$ cat src/design/lrgd_pkg.sv
package lrgd_pkg;

	localparam int DEF_MAX_BATCH = 1024;
	localparam int DEF_FRAC_BITS = 16;

	localparam int DATA_W = 32;
	localparam int GSUM_W = 48;
	localparam int LSUM_W = 56;
	localparam int MUL_W  = 33;
	localparam int PROD_W = 66;
	localparam int IN_W   = 72;
	localparam int OUT_W  = 96;
	localparam int ADDR_W = 4;

	localparam logic [1:0] LK_ABS = 2'd1;
	localparam logic [1:0] LK_HUB = 2'd2;

	localparam logic [1:0] REG_LOSS_KIND = 2'd0;
	localparam logic [1:0] REG_HUBER     = 2'd1;
	localparam logic [1:0] REG_LAMBDA    = 2'd2;
	localparam logic [1:0] REG_STEP      = 2'd3;

	localparam logic [15:0] STEP_RST = 16'd655;

	// modifier bit positions
	localparam int MB_DBL_W = 0;
	localparam int MB_DBL_B = 1;
	localparam int MB_NEG_W = 2;
	localparam int MB_NEG_B = 3;
	localparam int MB_X1P5  = 4;
	localparam int MB_HALF  = 5;
	localparam int MB_SWAP  = 6;
	localparam int MB_ZERO  = 7;

	localparam logic signed [PROD_W-1:0] S32_MAX = 66'sd2147483647;
	localparam logic signed [PROD_W-1:0] S32_MIN = -66'sd2147483648;
	localparam logic signed [PROD_W-1:0] S48_MAX = 66'sd140737488355327;
	localparam logic signed [PROD_W-1:0] S48_MIN = -66'sd140737488355328;

	typedef enum logic [20:0] {
		ST_IDLE = 21'h000001,
		ST_WX   = 21'h000002,
		ST_E    = 21'h000004,
		ST_G    = 21'h000008,
		ST_LS   = 21'h000010,
		ST_T    = 21'h000020,
		ST_L2   = 21'h000040,
		ST_DW   = 21'h000080,
		ST_DB   = 21'h000100,
		ST_MOD  = 21'h000200,
		ST_ACC  = 21'h000400,
		ST_DWS  = 21'h000800,
		ST_DWW  = 21'h001000,
		ST_DBS  = 21'h002000,
		ST_DBW  = 21'h004000,
		ST_DLS  = 21'h008000,
		ST_DLW  = 21'h010000,
		ST_UPW  = 21'h020000,
		ST_UPB  = 21'h040000,
		ST_UPD  = 21'h080000,
		ST_OUT  = 21'h100000
	} step_t;

	typedef struct packed {
		step_t step;
		logic  accept;
	} cmd_t;

	typedef struct packed {
		logic close;
		logic div_done;
		logic out_free;
	} sts_t;

	function automatic logic signed [31:0] sat32(input logic signed [PROD_W-1:0] v);
		logic signed [31:0] r;
		if (v > S32_MAX)
			r = 32'sh7FFFFFFF;
		else if (v < S32_MIN)
			r = 32'sh80000000;
		else
			r = v[31:0];
		return r;
	endfunction

	function automatic logic signed [GSUM_W-1:0] sat48(input logic signed [PROD_W-1:0] v);
		logic signed [GSUM_W-1:0] r;
		if (v > S48_MAX)
			r = S48_MAX[GSUM_W-1:0];
		else if (v < S48_MIN)
			r = S48_MIN[GSUM_W-1:0];
		else
			r = v[GSUM_W-1:0];
		return r;
	endfunction

endpackage

$ cat src/design/lrgd_ctrl.sv
module lrgd_ctrl (
	input  logic          clk,
	input  logic          arst_n,
	input  logic          s_tvalid,
	output logic          s_tready,
	input  lrgd_pkg::sts_t sts,
	output lrgd_pkg::cmd_t cmd
);
	import lrgd_pkg::*;

	step_t state_q, state_d;

	always_comb begin
		state_d = state_q;
		case (state_q)
			ST_IDLE: if (s_tvalid) state_d = ST_WX;
			ST_WX:   state_d = ST_E;
			ST_E:    state_d = ST_G;
			ST_G:    state_d = ST_LS;
			ST_LS:   state_d = ST_T;
			ST_T:    state_d = ST_L2;
			ST_L2:   state_d = ST_DW;
			ST_DW:   state_d = ST_DB;
			ST_DB:   state_d = ST_MOD;
			ST_MOD:  state_d = ST_ACC;
			ST_ACC:  state_d = sts.close ? ST_DWS : ST_IDLE;
			ST_DWS:  state_d = ST_DWW;
			ST_DWW:  if (sts.div_done) state_d = ST_DBS;
			ST_DBS:  state_d = ST_DBW;
			ST_DBW:  if (sts.div_done) state_d = ST_DLS;
			ST_DLS:  state_d = ST_DLW;
			ST_DLW:  if (sts.div_done) state_d = ST_UPW;
			ST_UPW:  state_d = ST_UPB;
			ST_UPB:  state_d = ST_UPD;
			ST_UPD:  state_d = ST_OUT;
			ST_OUT:  if (sts.out_free) state_d = ST_IDLE;
			default: state_d = ST_IDLE;
		endcase
	end

	always_ff @(posedge clk or negedge arst_n) begin
		if (!arst_n) begin
			state_q <= ST_IDLE;
		end else begin
			state_q <= state_d;
		end
	end

	assign s_tready   = (state_q == ST_IDLE);
	assign cmd.step   = state_q;
	assign cmd.accept = (state_q == ST_IDLE) && s_tvalid;

endmodule

$ cat config.mk
export PLATFORM = sky130hd
export DESIGN_NAME = lrgd_ctrl
export DESIGN_NICKNAME = d
export VERILOG_FILES = /design/src/design/lrgd_pkg.sv /design/src/design/lrgd_ctrl.sv
export SDC_FILE = /design/constraint.sdc
export NUM_CORES = 1
export LEC_CHECK = 0
export BUFFER_PORTS_ARGS = -buffer_cell sky130_fd_sc_hd__buf_4
export CORE_MARGIN = 2
export CORE_UTILIZATION = 50
export CTS_CLUSTER_DIAMETER = 80
export CTS_CLUSTER_SIZE = 24
export DETAILED_ROUTE_END_ITERATION = 8
export GPL_TIMING_DRIVEN = 0
export PLACE_DENSITY = 0.77
export RECOVER_POWER = 25
export SETUP_SLACK_MARGIN = 0.1
export SLEW_MARGIN = 0
export SYNTH_ARGS = -nofsm -noshare
export SYNTH_HDL_FRONTEND = slang
export SYNTH_SLANG_ARGS = --single-unit
$ cat constraint.sdc
create_clock -name clk -period 4.4 [get_ports clk]
set_clock_uncertainty 0.15 [all_clocks]
set_input_delay 0 -clock clk [delete_from_list [all_inputs] [get_ports clk]]
set_output_delay 0 -clock clk [all_outputs]
set_load 0.02 [all_outputs]
==> flow_results.xml, run 1 <==
<?xml version="1.0" encoding="UTF-8"?>
<metrics>
  <group name="detailed_routing">
    <metric name="antenna_violating_nets_post_route" unit="">0</metric>
    <metric name="first_pass_iters" unit="">5</metric>
    <metric name="vias" unit="">1153</metric>
    <metric name="postRouteWirelength" unit="µm">2787</metric>
    <metric name="routedWlPerCell" unit="µm">14.22</metric>
    <metric name="route.detailed.drc" unit="">0</metric>
    <metric name="via_per_inst" unit="">5.883</metric>
    <metric name="detailedRoute.firstIterationViolations" unit="">22</metric>
  </group>
  <group name="synthesis">
    <metric name="synth-seq-area-share" unit="%">43.40</metric>
    <metric name="postSynthNetCount" unit="">135</metric>
    <metric name="yosysWarnings" unit="">0</metric>
    <metric name="synthCells" unit="">129</metric>
    <metric name="netlist.top_cell.by_area" unit="">sky130_fd_sc_hd__dfrtp_1</metric>
    <metric name="synth.top_cells.by_area" unit="">sky130_fd_sc_hd__dfrtp_1 41%, sky130_fd_sc_hd__nor4_1 5.2%, sky130_fd_sc_hd__nor2_1 4.3%</metric>
    <metric name="synth.distinct_cells" unit="">36</metric>
    <metric name="post_synth_instance_area" unit="µm²">1214</metric>
    <metric name="postSynthAreaPerCell" unit="µm²">9.408</metric>
    <metric name="post-synth-top-area-fraction" unit="%">41.24</metric>
    <metric name="synth.ff_latch_count" unit="">21</metric>
  </group>
  <group name="worst_setup_path">
    <metric name="longest_individual_stage_delay_on_the_worst_path" unit="ns">0.57</metric>
    <metric name="endpoint" unit="">state_q[0]$_DFFE_PN1P_</metric>
    <metric name="crit-reg2reg-launch" unit="">state_q[6]$_DFFE_PN0P_</metric>
    <metric name="timing.critical_path.required" unit="ns">4.50</metric>
    <metric name="startpoint" unit="">state_q[6]$_DFFE_PN0P_</metric>
    <metric name="timing.reg2reg.worst_path_depth" unit="">9</metric>
    <metric name="critical_path.max_fanout" unit="">9</metric>
    <metric name="critPathArrivalTime" unit="ns">3.38</metric>
    <metric name="timing.setup.critical_path_class" unit="">flip-flop to flip-flop</metric>
    <metric name="worst-r2r-setup-slack" unit="ns">1.12</metric>
    <metric name="path_cells" unit="">clkbuf_1 -&gt; or4_4 -&gt; or4_1 -&gt; buf_2 -&gt; or3_1 -&gt; a21o_1 -&gt; nand2_1 -&gt; a31oi_1 -&gt; dlygate4sd3_1</metric>
    <metric name="critical_path.slowest_cell" unit="">sky130_fd_sc_hd__dlygate4sd3_1</metric>
    <metric name="timing.critical_path.to_type" unit="">flip-flop</metric>
    <metric name="start_kind" unit="">flip-flop</metric>
    <metric name="reg2reg_to" unit="">state_q[0]$_DFFE_PN1P_</metric>
  </group>
  <group name="placement">
    <metric name="port_buffers" unit="">28</metric>
    <metric name="post-dp-hpwl" unit="µm">1926</metric>
    <metric name="gpl.final_weighted_congestion" unit="">0.8288</metric>
    <metric name="dp_worst_setup_slack" unit="ns">1.512</metric>
    <metric name="dp.cells" unit="">185</metric>
  </group>
  <group name="final_layout">
    <metric name="num-nets-final" unit="">175</metric>
    <metric name="antenna-diode-count" unit="">0</metric>
    <metric name="finish.cell_count_without_fillers" unit="">196</metric>
    <metric name="largestRegisters" unit="">state_q x21</metric>
    <metric name="commonest_non_fill_non_tap_cell_in_the_layout" unit="">sky130_fd_sc_hd__clkbuf_1</metric>
    <metric name="largest_register_ff_count" unit="">21</metric>
    <metric name="finalCoreUtilization" unit="%">66.32</metric>
    <metric name="top_register" unit="">state_q</metric>
    <metric name="post_route_cells_drive_above_1_share" unit="%">14.29</metric>
    <metric name="area_growth_syn_to_layout" unit="%">23.20</metric>
    <metric name="mostFrequentLayoutCells" unit="">22 x sky130_fd_sc_hd__clkbuf_1, 20 x sky130_fd_sc_hd__dfrtp_1, 14 x sky130_fd_sc_hd__nor2_1</metric>
  </group>
  <group name="clock_tree">
    <metric name="number_of_gates_resized_after_cts" unit="">0</metric>
    <metric name="tritoncts" unit="">yes</metric>
    <metric name="worstSkewPairLatency" unit="ns">0.31</metric>
    <metric name="worst_setup_hold_path_clk_slew" unit="ns">0.11</metric>
    <metric name="number_of_buffers_added_by_the_clock_tree_synthesis_step" unit="">3</metric>
    <metric name="longest_clk_path_bufs" unit="">2</metric>
    <metric name="cts-htree-levels" unit="">1</metric>
    <metric name="cts_setup_buffers" unit="">0</metric>
    <metric name="clock_sink_count" unit="">21</metric>
    <metric name="root_buffer" unit="">sky130_fd_sc_hd__clkbuf_4</metric>
  </group>
  <group name="die">
    <metric name="placement_rows" unit="">17</metric>
    <metric name="die_height" unit="µm">53.27</metric>
    <metric name="initial_utilization" unit="%">53.83</metric>
    <metric name="die-width" unit="µm">53.27</metric>
    <metric name="die-area" unit="µm²">2837</metric>
    <metric name="design.portCount" unit="">29</metric>
    <metric name="core" unit="µm²">2255</metric>
  </group>
  <group name="worst_hold_path">
    <metric name="hp-class" unit="">input pin to async pin</metric>
  </group>
  <group name="sta">
    <metric name="timing.final.max_slew_violations" unit="">0</metric>
    <metric name="hold_viol" unit="">0</metric>
    <metric name="maxClockFrequency" unit="GHz">0.3049</metric>
    <metric name="hold-worst-slack" unit="ns">0.05390</metric>
    <metric name="setup_viol" unit="">0</metric>
    <metric name="period_utilisation_layout" unit="%">74.54</metric>
    <metric name="min_period" unit="ns">3.280</metric>
    <metric name="setup_ws" unit="ns">1.120</metric>
    <metric name="worstMarginPinSlew" unit="ns">0.8921</metric>
    <metric name="unrepaired_setup_endpoints_after_global_routing" unit="">no</metric>
    <metric name="fin_tns_setup" unit="ns">0</metric>
    <metric name="max-slew-margin-rel" unit="%">40.33</metric>
  </group>
  <group name="grt">
    <metric name="grt_first_pass_wirelength" unit="µm">4650</metric>
    <metric name="antenna_violations_before_repair" unit="">0</metric>
    <metric name="first_global_vias" unit="">1017</metric>
    <metric name="grtUsageTotal" unit="%">22.72</metric>
    <metric name="grt-ovfl-total" unit="">0</metric>
    <metric name="grt_max_degree" unit="">21</metric>
  </group>
  <group name="pwr">
    <metric name="power.leakage" unit="nW">0.6802</metric>
    <metric name="power_per_cell_area" unit="nW/µm²">372.5</metric>
    <metric name="irDropWorstVdd" unit="µV">374.8</metric>
  </group>
  <group name="outcome">
    <metric name="status" unit="">finished clean</metric>
  </group>
  <group name="run">
    <metric name="timing.max_cap.violations" unit="">0</metric>
  </group>
</metrics>
critical path, delay by kind of cell (launching register included):
family / cells / cell delay [ns]
buffers and inverters: 3 / 0.93
AO/OA/AOI/OAI: 2 / 0.27
flip-flops: 1 / 0.40
AND/OR/NAND/NOR: 4 / 1.45
cells by family after synthesis:
logic type / after synthesis / synth area share [%]
XOR/XNOR: 7 / 5.052
buffers and inverters: 9 / 4.227
flip-flops: 21 / 43.40
AND/OR/NAND/NOR: 75 / 37.32
AO/OA/AOI/OAI: 16 / 9.072
multiplexers: 1 / 0.9278
worst min path at each step:
stage               depth (start not counted)  slack [ns]                      end    from
CTS                                         2        0.02   state_q[0]$_DFFE_PN1P_  arst_n
global placement                            1       -0.25  state_q[19]$_DFFE_PN0P_  arst_n
finish                                      2        0.05   state_q[0]$_DFFE_PN1P_  arst_n
detailed placement                          1       -0.25  state_q[16]$_DFFE_PN0P_  arst_n
global route                                2        0.09   state_q[0]$_DFFE_PN1P_  arst_n
floorplan                                   0       -0.45  state_q[10]$_DFFE_PN0P_  arst_n
layer usage:
layer	share of wire, %	GRT usage (%)
met2	46	37.24
met5	0	0
met4	1.6	8.974
met1	47	30.43
met3	5.3	2.542
stage by stage:
step / area (µm²) / power (mW)
after global routing: 1495 / 0.5929
after CTS: 1555 / 0.5576
after global placement: 1459 / 0.4441
after detailed placement: 1459 / 0.4487
after floorplan: 1214 / 0.3752
final: 1495 / 0.5569
synthesized netlist by cell type:
cell	n
sky130_fd_sc_hd__mux2_2	1
sky130_fd_sc_hd__or4_1	7
sky130_fd_sc_hd__nor2b_1	1
sky130_fd_sc_hd__buf_2	2
sky130_fd_sc_hd__a32o_1	2
sky130_fd_sc_hd__nand3_1	1
sky130_fd_sc_hd__a21oi_1	1
sky130_fd_sc_hd__or4b_2	1
sky130_fd_sc_hd__clkbuf_1	5
sky130_fd_sc_hd__xnor2_1	3
sky130_fd_sc_hd__and2_1	2
sky130_fd_sc_hd__dfrtp_1	20
sky130_fd_sc_hd__buf_6	2
sky130_fd_sc_hd__a21o_1	2
sky130_fd_sc_hd__and4_1	4
sky130_fd_sc_hd__or2b_1	2
sky130_fd_sc_hd__o22ai_1	1
sky130_fd_sc_hd__o21ai_0	5
sky130_fd_sc_hd__xor2_1	4
sky130_fd_sc_hd__and3_1	2
sky130_fd_sc_hd__o32a_1	1
sky130_fd_sc_hd__nor3_1	6
sky130_fd_sc_hd__nor4bb_1	1
sky130_fd_sc_hd__o21a_1	1
sky130_fd_sc_hd__nor2_1	14
sky130_fd_sc_hd__or4_4	1
sky130_fd_sc_hd__dfstp_2	1
sky130_fd_sc_hd__nand4b_1	1
sky130_fd_sc_hd__nand2b_1	7
sky130_fd_sc_hd__or3_1	6
sky130_fd_sc_hd__a2111oi_0	1
sky130_fd_sc_hd__nand4_1	2
sky130_fd_sc_hd__nor4_2	1
sky130_fd_sc_hd__nor4_1	10
sky130_fd_sc_hd__a31oi_1	2
sky130_fd_sc_hd__nand2_1	6
area by class of cell:
cell class | instances | area [µm²]
Timing Repair Buffer | 35 | 220.2
Fill cell | 215 | 759.5
Sequential cell | 21 | 526.8
Tap cell | 28 | 35.03
Multi-Input combinational cell | 99 | 635.6
Clock buffer | 4 | 26.28
Buffer | 9 | 51.30
what timing repair did:
item,CTS,global route
setup endpoints to repair,0,0
hold endpoints to repair,26,0
hold buffers,7,0
where the power goes:
part	switching, mW	internal [mW]
sequential	0.0225	0.209
clock	0.0591	0.0355
combinational	0.129	0.101
total	0.211	0.346
Power figures use the tool's default switching activity.
==> inputs of run 2 (changes only) <==
--- a/config.mk
+++ b/config.mk
@@ -7,12 +7,12 @@
 export LEC_CHECK = 0
 export BUFFER_PORTS_ARGS = -buffer_cell sky130_fd_sc_hd__buf_4
 export CORE_MARGIN = 2
-export CORE_UTILIZATION = 50
+export CORE_UTILIZATION = 47
 export CTS_CLUSTER_DIAMETER = 80
 export CTS_CLUSTER_SIZE = 24
 export DETAILED_ROUTE_END_ITERATION = 8
 export GPL_TIMING_DRIVEN = 0
-export PLACE_DENSITY = 0.77
+export PLACE_DENSITY = 0.76
 export RECOVER_POWER = 25
 export SETUP_SLACK_MARGIN = 0.1
 export SLEW_MARGIN = 0
==> constraint.sdc (replaced) <==
create_clock -name clk -period 2.7 [get_ports clk]
set_clock_uncertainty 0.15 [all_clocks]
set_input_delay 0 -clock clk [delete_from_list [all_inputs] [get_ports clk]]
set_output_delay 0 -clock clk [all_outputs]
set_load 0.02 [all_outputs]
==> flow_results.xml, run 2 (synthesized netlist as in run 1, its figures left out) <==
<?xml version="1.0" encoding="UTF-8"?>
<metrics>
  <group name="worst_setup_path">
    <metric name="timing.critical_path.to_type" unit="">flip-flop</metric>
    <metric name="timing.setup.critical_path_class" unit="">flip-flop to flip-flop</metric>
    <metric name="start_kind" unit="">flip-flop</metric>
    <metric name="timing.critical_path.required" unit="ns">2.76</metric>
    <metric name="critPathArrivalTime" unit="ns">2.80</metric>
    <metric name="critical_path.max_fanout" unit="">3</metric>
  </group>
  <group name="final_layout">
    <metric name="mostFrequentLayoutCells" unit="">29 x sky130_fd_sc_hd__buf_4, 13 x sky130_fd_sc_hd__nor2_1, 12 x sky130_fd_sc_hd__clkbuf_1, 12 x sky130_fd_sc_hd__dfrtp_1, 10 x sky130_fd_sc_hd__nor4_1</metric>
    <metric name="antenna-diode-count" unit="">0</metric>
    <metric name="commonest_non_fill_non_tap_cell_in_the_layout" unit="">sky130_fd_sc_hd__buf_4</metric>
    <metric name="finalCoreUtilization" unit="%">69.42</metric>
    <metric name="final.fill_count" unit="">199</metric>
    <metric name="multiInputGateArea" unit="µm²">689.4</metric>
    <metric name="largestRegisters" unit="">state_q x21</metric>
    <metric name="num-nets-final" unit="">186</metric>
    <metric name="largest_register_ff_count" unit="">21</metric>
    <metric name="layout.area.seq" unit="µm²">536.8</metric>
    <metric name="post_route_cells_drive_above_1_share" unit="%">35.75</metric>
    <metric name="area_growth_syn_to_layout" unit="%">40.41</metric>
    <metric name="top_register" unit="">state_q</metric>
    <metric name="post_route_standard_cell_area_excluding_fillers" unit="µm²">1704</metric>
  </group>
  <group name="placement">
    <metric name="post-dp-hpwl" unit="µm">2008</metric>
    <metric name="gpl.final_weighted_congestion" unit="">0.7891</metric>
    <metric name="dp_worst_setup_slack" unit="ns">-0.09452</metric>
    <metric name="port_buffers" unit="">28</metric>
    <metric name="place_area" unit="µm²">1503</metric>
  </group>
  <group name="detailed_routing">
    <metric name="postRouteWirelength" unit="µm">3167</metric>
    <metric name="first_pass_iters" unit="">4</metric>
    <metric name="vias" unit="">1205</metric>
    <metric name="antenna_violating_nets_post_route" unit="">0</metric>
    <metric name="via_per_inst" unit="">5.766</metric>
    <metric name="detailedRoute.firstIterationViolations" unit="">35</metric>
    <metric name="route.detailed.drc" unit="">0</metric>
    <metric name="routedWlPerCell" unit="µm">15.15</metric>
  </group>
  <group name="die">
    <metric name="initial_utilization" unit="%">49.44</metric>
    <metric name="die-area" unit="µm²">3005</metric>
    <metric name="die_height" unit="µm">54.82</metric>
    <metric name="core" unit="µm²">2455</metric>
    <metric name="die-width" unit="µm">54.82</metric>
    <metric name="placement_rows" unit="">18</metric>
    <metric name="design.portCount" unit="">29</metric>
  </group>
  <group name="grt">
    <metric name="grt_first_pass_wirelength" unit="µm">5285</metric>
    <metric name="grtUsageTotal" unit="%">24.48</metric>
    <metric name="antenna_violations_before_repair" unit="">0</metric>
    <metric name="first_global_vias" unit="">1096</metric>
    <metric name="grt_max_degree" unit="">21</metric>
    <metric name="grt-ovfl-total" unit="">0</metric>
  </group>
  <group name="pwr">
    <metric name="irDropWorstVdd" unit="µV">623.2</metric>
    <metric name="power.leakage" unit="nW">0.7912</metric>
    <metric name="power.total" unit="mW">0.9758</metric>
    <metric name="power_per_cell_area" unit="nW/µm²">572.6</metric>
  </group>
  <group name="worst_hold_path">
    <metric name="hp-class" unit="">input pin to flip-flop</metric>
  </group>
  <group name="sta">
    <metric name="unrepaired_setup_endpoints_after_global_routing" unit="">yes</metric>
    <metric name="hold_viol" unit="">0</metric>
    <metric name="timing.final.max_slew_violations" unit="">0</metric>
    <metric name="period_utilisation_layout" unit="%">101.7</metric>
    <metric name="setup_ws" unit="ns">-0.04675</metric>
    <metric name="fin_tns_setup" unit="ns">-0.1308</metric>
    <metric name="worstMarginPinSlew" unit="ns">0.9062</metric>
    <metric name="min_period" unit="ns">2.747</metric>
    <metric name="setup_viol" unit="">4</metric>
    <metric name="max-slew-margin-rel" unit="%">39.39</metric>
    <metric name="maxClockFrequency" unit="GHz">0.3641</metric>
  </group>
  <group name="clock_tree">
    <metric name="root_buffer" unit="">sky130_fd_sc_hd__clkbuf_4</metric>
    <metric name="worst_setup_hold_path_clk_slew" unit="ns">0.12</metric>
    <metric name="worstSkewPairLatency" unit="ns">0.31</metric>
    <metric name="cts-htree-levels" unit="">1</metric>
    <metric name="tritoncts" unit="">yes</metric>
    <metric name="number_of_buffers_added_by_the_clock_tree_synthesis_step" unit="">3</metric>
    <metric name="longest_clk_path_bufs" unit="">2</metric>
    <metric name="clock_sink_count" unit="">21</metric>
  </group>
  <group name="outcome">
    <metric name="violations" unit="">negative setup slack</metric>
    <metric name="status" unit="">finished with violations</metric>
  </group>
  <group name="run">
    <metric name="timing.max_cap.violations" unit="">0</metric>
  </group>
</metrics>
-- run 2: cell count changes in the layout (fill, tap and decap cells not counted), moves of 3 or more --
cell / change
sky130_fd_sc_hd__or4_4: +3
sky130_fd_sc_hd__buf_4: +17
sky130_fd_sc_hd__clkbuf_1: -10
sky130_fd_sc_hd__dfrtp_2: +8
sky130_fd_sc_hd__or4_1: -3
sky130_fd_sc_hd__clkbuf_8: +3
sky130_fd_sc_hd__dfrtp_1: -8
-- run 2: per-stage QoR --
step           instances  hold WS [ns]
2_1_floorplan        129       -0.4456
3_3_place_gp         187       -0.2532
3_5_place_dp         187       -0.2513
4_1_cts              206      0.005340
5_1_grt              209        0.3269
6_report             209        0.2983
-- run 2: area by class of cell --
class	count	area share [%]
Buffer	9	5.213
Clock buffer	4	1.542
Multi-Input combinational cell	99	40.46
Sequential cell	21	31.50
Tap cell	30	2.203
Timing Repair Buffer	46	19.09
-- run 2: path summary, 6_finish.rpt --
path                                        start                 endpoint  slack (ns)  cells after the start
min in group asynchronous                  arst_n   state_q[0]$_DFFE_PN1P_        0.59                      3
max reg2reg                state_q[7]$_DFFE_PN0P_  state_q[15]$_DFFE_PN0P_       -0.05                      8
max                        state_q[7]$_DFFE_PN0P_  state_q[15]$_DFFE_PN0P_       -0.05                      8
min reg2reg                state_q[4]$_DFFE_PN0P_   state_q[7]$_DFFE_PN0P_        0.40                      1
max in group asynchronous                  arst_n  state_q[13]$_DFFE_PN0P_        0.42                      4
min                                      s_tvalid   state_q[1]$_DFFE_PN0P_        0.30                      3
-- run 2: critical path: stages, from the launching register on --
cell and delay (ns):
sky130_fd_sc_hd__dfrtp_2 0.43, sky130_fd_sc_hd__buf_6 0.12, sky130_fd_sc_hd__or4_4 0.49, sky130_fd_sc_hd__or4_4 0.50, sky130_fd_sc_hd__buf_6 0.13, sky130_fd_sc_hd__or3_4 0.32
sky130_fd_sc_hd__a21o_1 0.19, sky130_fd_sc_hd__and3_4 0.15, sky130_fd_sc_hd__and4_1 0.16
-- run 2: timing repair --
item	in CTS	in global routing
buffers inserted	9	2
endpoints found under the hold margin	26	1
setup endpoints to repair	7	11
pin swaps	3	2
gates cloned	0	0
hold buffers	6	1
gates resized for setup	9	9
-- run 2: metal layers --
layer	wire (µm)	global-route usage [%]
met5	0	0
met4	42	7.083
met3	154	4.098
met2	1489	37.30
met1	1482	35.40
-- run 2: report_power, final --
part | total [mW] | internal, mW | switching [mW]
registers | 0.379 | 0.342 | 0.0375
clock network | 0.157 | 0.0577 | 0.0992
logic | 0.440 | 0.208 | 0.231
total | 0.976 | 0.608 | 0.368
